==> src/rtl/ps2mt_pkg.sv <==
// ----------------------------------------------------------------------------
// PS/2 mouse packet tracker package
// Shared widths, register indexes, reset values, the byte phase type and the
// delta decode function.
// ----------------------------------------------------------------------------
package ps2mt_pkg;

   localparam int COORD_BITS_DEFAULT = 12;
   localparam int CSR_DATA_BITS      = 13;
   localparam int CSR_INDEX_BITS     = 1;
   localparam int DELTA_BITS         = 10;

   localparam logic [CSR_INDEX_BITS-1:0] REG_SCREEN_WIDTH  = 1'd0;
   localparam logic [CSR_INDEX_BITS-1:0] REG_SCREEN_HEIGHT = 1'd1;

   localparam logic [CSR_DATA_BITS-1:0] SCREEN_WIDTH_RESET  = 13'd1024;
   localparam logic [CSR_DATA_BITS-1:0] SCREEN_HEIGHT_RESET = 13'd768;

   typedef enum logic [1:0] {
      PHASE_HEADER = 2'd0,
      PHASE_X      = 2'd1,
      PHASE_Y      = 2'd2
   } phase_type;

   // Nine-bit signed delta from the low byte and sign bit, pushed a further
   // 255 in the direction of the sign when the overflow bit is set.
   function automatic logic signed [DELTA_BITS-1:0] decode_delta(
      input logic [7:0] low_byte,
      input logic       neg,
      input logic       ovf
   );
      logic signed [DELTA_BITS-1:0] base;
      logic signed [DELTA_BITS-1:0] extra;
      base  = $signed({neg, neg, low_byte});
      extra = ovf ? (neg ? -10'sd255 : 10'sd255) : 10'sd0;
      return base + extra;
   endfunction

endpackage

==> src/rtl/ps2_mouse_packet_tracker.sv <==
// ----------------------------------------------------------------------------
// PS/2 mouse packet tracker
// Assembles three-byte PS/2 mouse packets, moves and clamps the cursor and
// reports the button levels and press flags once per packet.
//
//   channel  direction  beat contents
//   req_     in         rx_byte
//   rsp_     out        cursor_x, cursor_y, button levels, press flags
//   csr_     in         register index, write data (always ready)
//
// A byte may be accepted in every cycle, save when a third byte stalls as below.
// The third byte of a packet updates the cursor and loads the result
// register, whose beat appears on the next cycle.
// The third byte stalls only while the result register holds a beat that
// has not been taken; header and X bytes are accepted regardless.
// Reset is synchronous and returns the screen size to 1024 by 768, the cursor
// to the top left corner and the packet framing to the header byte.
// ----------------------------------------------------------------------------
module ps2_mouse_packet_tracker
#(
   parameter int COORD_BITS = ps2mt_pkg::COORD_BITS_DEFAULT
)
(
   input  logic                                 clock,
   input  logic                                 reset,

   input  logic                                 req_valid,
   output logic                                 req_ready,
   input  logic [7:0]                           req_rx_byte,

   output logic                                 rsp_valid,
   input  logic                                 rsp_ready,
   output logic [COORD_BITS-1:0]                rsp_cursor_x,
   output logic [COORD_BITS-1:0]                rsp_cursor_y,
   output logic                                 rsp_left_down,
   output logic                                 rsp_right_down,
   output logic                                 rsp_middle_down,
   output logic                                 rsp_left_pressed,
   output logic                                 rsp_right_pressed,
   output logic                                 rsp_middle_pressed,

   input  logic                                 csr_valid,
   output logic                                 csr_ready,
   input  logic [ps2mt_pkg::CSR_INDEX_BITS-1:0] csr_index,
   input  logic [ps2mt_pkg::CSR_DATA_BITS-1:0]  csr_data
);

   import ps2mt_pkg::*;

   localparam int SUM_BITS  = COORD_BITS + 3;
   localparam int WIDE_BITS = (COORD_BITS + 1 > CSR_DATA_BITS) ? COORD_BITS + 1
                                                              : CSR_DATA_BITS;

   phase_type                    phase_ff, phase_in;
   logic [7:0]                   header_ff, header_in;
   logic [7:0]                   x_byte_ff, x_byte_in;
   logic [COORD_BITS-1:0]        pos_x_ff, pos_x_in;
   logic [COORD_BITS-1:0]        pos_y_ff, pos_y_in;
   logic [2:0]                   prev_buttons_ff, prev_buttons_in;
   logic [CSR_DATA_BITS-1:0]     width_ff, width_in;
   logic [CSR_DATA_BITS-1:0]     height_ff, height_in;

   logic                         rsp_valid_ff, rsp_valid_in;
   logic [2:0]                   down_ff, down_in;
   logic [2:0]                   pressed_ff, pressed_in;

   logic                         req_fire;
   logic                         csr_fire;
   logic                         packet_done;
   logic signed [DELTA_BITS-1:0] delta_x;
   logic signed [DELTA_BITS-1:0] delta_y;
   logic signed [SUM_BITS-1:0]   sum_x;
   logic signed [SUM_BITS-1:0]   sum_y;
   logic [COORD_BITS-1:0]        hi_x;
   logic [COORD_BITS-1:0]        hi_y;
   logic [WIDE_BITS-1:0]         width_wide, height_wide;
   logic [WIDE_BITS-1:0]         width_m1, height_m1;
   logic [WIDE_BITS-1:0]         span;

   function automatic logic [COORD_BITS-1:0] clamp_coord(
      input logic signed [SUM_BITS-1:0] v,
      input logic [COORD_BITS-1:0]      hi
   );
      logic signed [SUM_BITS-1:0] hi_s;
      hi_s = $signed({{(SUM_BITS-COORD_BITS){1'b0}}, hi});
      if (v < 0) begin
         return '0;
      end else if (v > hi_s) begin
         return hi;
      end else begin
         return v[COORD_BITS-1:0];
      end
   endfunction

   assign csr_ready = 1'b1;
   assign csr_fire  = csr_valid & csr_ready;
   assign req_ready = !rsp_valid_ff || rsp_ready || (phase_ff != PHASE_Y);
   assign req_fire  = req_valid & req_ready;

   // The largest coordinate: zero for a zero size, the top code for sizes
   // beyond the coordinate range.
   assign span        = WIDE_BITS'(1) << COORD_BITS;
   assign width_wide  = WIDE_BITS'(width_ff);
   assign height_wide = WIDE_BITS'(height_ff);
   assign width_m1    = width_wide - WIDE_BITS'(1);
   assign height_m1   = height_wide - WIDE_BITS'(1);

   always_comb begin
      if (width_wide == '0) begin
         hi_x = '0;
      end else if (width_wide > span) begin
         hi_x = '1;
      end else begin
         hi_x = width_m1[COORD_BITS-1:0];
      end
      if (height_wide == '0) begin
         hi_y = '0;
      end else if (height_wide > span) begin
         hi_y = '1;
      end else begin
         hi_y = height_m1[COORD_BITS-1:0];
      end
   end

   assign delta_x = decode_delta(x_byte_ff, header_ff[4], header_ff[6]);
   assign delta_y = decode_delta(req_rx_byte, header_ff[5], header_ff[7]);
   assign sum_x   = $signed({{(SUM_BITS-COORD_BITS){1'b0}}, pos_x_ff})
                    + SUM_BITS'(delta_x);
   assign sum_y   = $signed({{(SUM_BITS-COORD_BITS){1'b0}}, pos_y_ff})
                    - SUM_BITS'(delta_y);

   always_comb begin
      phase_in        = phase_ff;
      header_in       = header_ff;
      x_byte_in       = x_byte_ff;
      pos_x_in        = pos_x_ff;
      pos_y_in        = pos_y_ff;
      prev_buttons_in = prev_buttons_ff;
      packet_done     = 1'b0;
      if (req_fire) begin
         case (phase_ff)
            PHASE_X: begin
               x_byte_in = req_rx_byte;
               phase_in  = PHASE_Y;
            end
            PHASE_Y: begin
               pos_x_in        = clamp_coord(sum_x, hi_x);
               pos_y_in        = clamp_coord(sum_y, hi_y);
               prev_buttons_in = header_ff[2:0];
               packet_done     = 1'b1;
               phase_in        = PHASE_HEADER;
            end
            default: begin
               if (req_rx_byte[3]) begin
                  header_in = req_rx_byte;
                  phase_in  = PHASE_X;
               end else begin
                  phase_in  = PHASE_HEADER;
               end
            end
         endcase
      end
   end

   always_comb begin
      width_in  = width_ff;
      height_in = height_ff;
      if (csr_fire) begin
         case (csr_index)
            REG_SCREEN_WIDTH:  width_in  = csr_data;
            REG_SCREEN_HEIGHT: height_in = csr_data;
            default: begin
               width_in  = width_ff;
               height_in = height_ff;
            end
         endcase
      end
   end

   always_comb begin
      rsp_valid_in = rsp_valid_ff && !rsp_ready;
      down_in      = down_ff;
      pressed_in   = pressed_ff;
      if (packet_done) begin
         rsp_valid_in = 1'b1;
         down_in      = header_ff[2:0];
         pressed_in   = header_ff[2:0] & ~prev_buttons_ff;
      end
   end

   always_ff @(posedge clock) begin
      if (reset) begin
         phase_ff        <= PHASE_HEADER;
         header_ff       <= '0;
         x_byte_ff       <= '0;
         pos_x_ff        <= '0;
         pos_y_ff        <= '0;
         prev_buttons_ff <= '0;
         width_ff        <= SCREEN_WIDTH_RESET;
         height_ff       <= SCREEN_HEIGHT_RESET;
         rsp_valid_ff    <= 1'b0;
      end else begin
         phase_ff        <= phase_in;
         header_ff       <= header_in;
         x_byte_ff       <= x_byte_in;
         pos_x_ff        <= pos_x_in;
         pos_y_ff        <= pos_y_in;
         prev_buttons_ff <= prev_buttons_in;
         width_ff        <= width_in;
         height_ff       <= height_in;
         rsp_valid_ff    <= rsp_valid_in;
      end
   end

   always_ff @(posedge clock) begin
      down_ff    <= down_in;
      pressed_ff <= pressed_in;
   end

   assign rsp_valid          = rsp_valid_ff;
   assign rsp_cursor_x       = pos_x_ff;
   assign rsp_cursor_y       = pos_y_ff;
   assign rsp_left_down      = down_ff[0];
   assign rsp_right_down     = down_ff[1];
   assign rsp_middle_down    = down_ff[2];
   assign rsp_left_pressed   = pressed_ff[0];
   assign rsp_right_pressed  = pressed_ff[1];
   assign rsp_middle_pressed = pressed_ff[2];

   // The third byte of a packet always leaves a beat in the result register.
   assert property (@(posedge clock) disable iff (reset)
      req_fire && (phase_ff == PHASE_Y) |=> rsp_valid_ff)
      else $error("packet completed without a result beat");

   // An X byte is always followed by the Y phase.
   assert property (@(posedge clock) disable iff (reset)
      req_fire && (phase_ff == PHASE_X) |=> (phase_ff == PHASE_Y))
      else $error("X byte did not advance to the Y phase");

   // A header byte without its always-one bit leaves the framing unchanged.
   assert property (@(posedge clock) disable iff (reset)
      req_fire && (phase_ff == PHASE_HEADER) && !req_rx_byte[3]
      |=> (phase_ff == PHASE_HEADER) && $stable(header_ff))
      else $error("invalid header byte was taken");

   // The input side stalls only for a Y byte behind a held result beat.
   assert property (@(posedge clock) disable iff (reset)
      !req_ready |-> rsp_valid_ff && !rsp_ready && (phase_ff == PHASE_Y))
      else $error("input stalled without a pending result beat");

endmodule

==> config.mk <==
export PLATFORM = sky130hd
export DESIGN_NAME = ps2_mouse_packet_tracker
export DESIGN_NICKNAME = d
export VERILOG_FILES = /design/src/rtl/ps2mt_pkg.sv /design/src/rtl/ps2_mouse_packet_tracker.sv
export SDC_FILE = /design/constraint.sdc
export NUM_CORES = 1
export LEC_CHECK = 0
export BUFFER_PORTS_ARGS = -buffer_cell sky130_fd_sc_hd__buf_2
export CAP_MARGIN = 20
export CORE_AREA = 2 2 119 121
export CTS_CLUSTER_SIZE = 25
export DETAILED_ROUTE_END_ITERATION = 8
export DIE_AREA = 0 0 121 123
export PLACE_DENSITY_LB_ADDON = 0.2
export SLEW_MARGIN = 10
export SYNTH_ARGS = -nofsm -noshare
export SYNTH_HDL_FRONTEND = slang
export SYNTH_SLANG_ARGS = --single-unit
export TNS_END_PERCENT = 10
==> constraint.sdc <==
create_clock -name clock -period 5.9 [get_ports clock]
set_input_delay 0.885 -clock clock [delete_from_list [all_inputs] [get_ports clock]]
set_output_delay 0.885 -clock clock [all_outputs]
set_load 0.05 [all_outputs]
==> flow_summary_export.csv <==
group,metric,value,unit
run_status,status,"finished, final reports clean",
clock_tree,cts.htree.levels,3,
place,globalplace.congestion,0.8764,
floorplan,chipHeight,123,um
sta,final.min_clock_period,5.584,ns
critical_path,worst-endpoint-arrival,5.83,ns
place,place.port_buffers,58,
sta,max-slew-margin-rel,38.07,%
detailed_routing,route.detailed.vias_per_inst,5.454,
synth,fraction_of_the_mapped_netlist_area_in_simple_logic_gates,22.29,%
synth,post_synth_inst_count,756,
critical_path,worstSetupEndpointType,"flip-flop",
clock_tree,cts-root-buf,"sky130_fd_sc_hd__clkbuf_16",
sta,worstMarginPinSlew,0.9289,ns
critical_path,worstReg2RegStart,"header_ff[4]",
synth,synth-edff-count,6,
clock_tree,maximum_buffer_depth_of_the_clock_tree,2,
synth,synth.area.top_cells,"sky130_fd_sc_hd__dfxtp_1 (24%), sky130_fd_sc_hd__ha_1 (12%), sky130_fd_sc_hd__nand2_1 (7.4%)",
sta,setup_viol_count_final,0,
critical_path,worst_path_dominant_cell_family,"compound AO/OA/AOI/OAI gates",
detailed_routing,remaining_routing_drc_violations,0,
detailed_routing,ant_nets,0,
clock_tree,numCtsBuffers,9,
cells_and_area,finalNetCount,898,
synth,async_reset_ff_share,0,%
detailed_routing,drt_pass1_iterations,5,
floorplan,placeableCoreArea,0.01361,mm2
floorplan,ios,60,
sta,final_slew_violations,0,
synth,synth_mux_area_share,5.059,%
critical_path,slowest_stage,"sky130_fd_sc_hd__a221o_1",
detailed_routing,routedWlPerCell,15.06,um
sta,period_share,94.64,%
cells_and_area,multi_input_area,0.004123,mm2
power_and_ir_drop,irDropWorstVdd,0.1619,mV
critical_path,worstPathMaxFanout,7,
floorplan,std_cell_rows,43,
synth,synth.yosys.seq_area_share,26.87,%
critical_path,worstPathBufferInverterCount,4,
cells_and_area,final_layout_size_suffix_gt1_share,13.87,%
cells_and_area,area.sequential,0.001603,mm2
sta,holdWs,0.4621,ns
floorplan,dieWidth,121,um
grt,first_global_vias,5121,
synth,postSynthRegisterBits,77,
cells_and_area,finish.utilization,50.19,%
power_and_ir_drop,power.density,217.2,mW/mm2
sta,finalSetupTns,0,ns
critical_path,critical_path_max_stage_delay,0.40,ns
detailed_routing,routed-via-count,5427,
synth,synth_top_family_by_area,"simple AND/OR/NAND/NOR gates",
cells_and_area,fill_cells,1329,
synth,mappedNetlistArea,0.005961,mm2
synth,synth.top_cell.area_share,23.85,%
floorplan,dieArea,0.01488,mm2
clock_tree,cts_hold_repair.buffers,0,
floorplan,floorplan.initialDensity,43.79,%
synth,post_synth.cell_area_avg,7.885,um2
cells_and_area,number_of_diodes,0,
grt,globalRouteTotalUtil,20.68,%
cells_and_area,commonest_cells_after_routing_fill_and_taps_aside,"sky130_fd_sc_hd__nand2_1 (116), sky130_fd_sc_hd__dfxtp_1 (70), sky130_fd_sc_hd__a21oi_1 (65)",
clock_tree,clock_sinks,77,
critical_path,worst_ep_required_time,6.14,ns
critical_path,crit_path_start_kind,"flip-flop",
critical_path,criticalPathCategory,"reg -> reg",
synth,synth_compound_gate_area_share,18.12,%
run,max_cap_violations,0,
detailed_routing,detail_route.iter0.violations,281,
cells_and_area,final_common_cell,"sky130_fd_sc_hd__nand2_1",
sta,max_clock_freq,179.1,MHz
place,placedCellCount,975,
grt,grt_max_degree,52,
synth,synth_fp_nets,844,
detailed_routing,drt_wl_total,14.99,mm
hold_path,worst_hold_startpoint,"prev_buttons_ff[2]",
clock_tree,clk_pin_slew,0.07,ns
synth,synthDistinctLibCells,72,
critical_path,timing.critical_path.from,"header_ff[4]",
cells_and_area,area_growth_syn_to_layout,14.61,%
grt,globalRouteOverflowTotal,0,
grt,grt_antenna_before_repair,0,
sta,hold_viol,0,
clock_tree,tritoncts,"yes",
clock_tree,clk-insertion-delay-late,0.34,ns
grt,grt_pass1_wl,24.58,mm
sta,fin_skew,0.01267,ns
place,post-dp-hpwl,11.57,mm
synth,synth.yosys.warnings,0,
synth,yosys.area_share.adder,14.08,%
synth,synth-xor-area-share,8.522,%
power_and_ir_drop,cellLeakagePower,3.090,nW
hold_path,worst_min_delay_path_category,"reg -> reg",
cells_and_area,stdcell_count,995,
synth,synth-main-ff-cell,"sky130_fd_sc_hd__dfxtp_1",
synth,synth.largest_area_cell,"sky130_fd_sc_hd__dfxtp_1",
==> logic make-up after synthesis <==
logic type                 Yosys count
AOI/OAI and AO/OA                  167
adders and majority gates           67
DFF                                 77
and+or+nand+nor                    283
buffers and inverters               73
muxes                               30
xor gates and xnor gates            58
other                                1
==> registers in the layout, summed over array words and instances, names as in the netlist <==
signal / count
height_ff: 13
width_ff: 13
rsp_cursor_x: 12
rsp_cursor_y: 12
x_byte_ff: 8
header_ff: 7
down_ff: 3
pressed_ff: 3
prev_buttons_ff: 3
phase_ff: 2
rsp_valid: 1
==> timing repair <==
| action | in CTS | in global routing |
|---|---|---|
| setup buffers | 0 | 2 |
| setup endpoints to repair | 0 | 15 |
| resized for setup | 0 | 15 |
==> where the power goes <==
group	internal, W	switching (W)	total (W)
sequential	0.000541	0.0000168	0.000558
combinational	0.000153	0.000211	0.000365
clock	0.000339	0.000223	0.000562
==> routing by layer <==
layer  global-route usage (%)  routed length [um]
met5                        0                   0
met4                    7.558                 292
met3                    3.506                 690
met1                    27.04                7100
met2                    34.34                6906
==> path summary, 6_finish.rpt <==
| path | end | slack, ns | cells past startpoint |
|---|---|---|---|
| worst max-delay path | rsp_cursor_x[4] | 0.32 | 29 |
| worst min-delay path | prev_buttons_ff[2] | 0.46 | 2 |
| worst max register to register | rsp_cursor_x[4] | 0.32 | 29 |
| worst min register to register | prev_buttons_ff[2] | 0.46 | 2 |
==> tightest hold or removal path: cells and delay by family (launching register included) <==
kind	cells	cell delay [ns]
compound gates	1	0.06
flops	1	0.31
simple gates	1	0.05
==> cell type report <==
cell class                 instances  area share [%]
clock inverter                     4          0.7143
sequential                        77           23.46
clock buffer                      12           3.608
multi-input combinational        606           60.35
tap                              180           3.297
inverter                          42           2.308
timing repair buffer              74           6.264
==> stage by stage <==
step	setup WS [ns]	area (um2)	total power [W]
after floorplan	0.3214	5961	0.0008340
final	0.3162	6832	0.001484
after detailed placement	-0.001254	6439	0.0009205
after global placement	0.1451	6439	0.0009125
after global routing	-0.002228	6832	0.001564
after CTS	0.06172	6734	0.001485
==> Yosys cell counts, types with 3 or more instances <==
| library cell | n |
|---|---|
| sky130_fd_sc_hd__nand2_1 | 117 |
| sky130_fd_sc_hd__a211o_1 | 4 |
| sky130_fd_sc_hd__nand4_1 | 7 |
| sky130_fd_sc_hd__clkbuf_1 | 18 |
| sky130_fd_sc_hd__o31ai_1 | 7 |
| sky130_fd_sc_hd__nor2b_1 | 17 |
| sky130_fd_sc_hd__or3_1 | 4 |
| sky130_fd_sc_hd__edfxtp_1 | 6 |
| sky130_fd_sc_hd__buf_2 | 8 |
| sky130_fd_sc_hd__maj3_1 | 5 |
| sky130_fd_sc_hd__xnor2_1 | 35 |
| sky130_fd_sc_hd__nor4_1 | 8 |
| sky130_fd_sc_hd__nand3_1 | 16 |
| sky130_fd_sc_hd__nor3_1 | 26 |
| sky130_fd_sc_hd__ha_1 | 59 |
| sky130_fd_sc_hd__dfxtp_1 | 71 |
| sky130_fd_sc_hd__or4_1 | 5 |
| sky130_fd_sc_hd__a21oi_1 | 66 |
| sky130_fd_sc_hd__mux2i_1 | 29 |
| sky130_fd_sc_hd__o21ai_0 | 33 |
| sky130_fd_sc_hd__nand2b_1 | 9 |
| sky130_fd_sc_hd__a211oi_1 | 10 |
| sky130_fd_sc_hd__a22o_1 | 3 |
| sky130_fd_sc_hd__xor2_1 | 23 |
| sky130_fd_sc_hd__inv_1 | 40 |
| sky130_fd_sc_hd__o211ai_1 | 6 |
| sky130_fd_sc_hd__nand3b_1 | 8 |
| sky130_fd_sc_hd__o21a_1 | 7 |
| sky130_fd_sc_hd__nor2_1 | 52 |
| sky130_fd_sc_hd__a31oi_1 | 3 |
(Power assumes the default switching activity.)
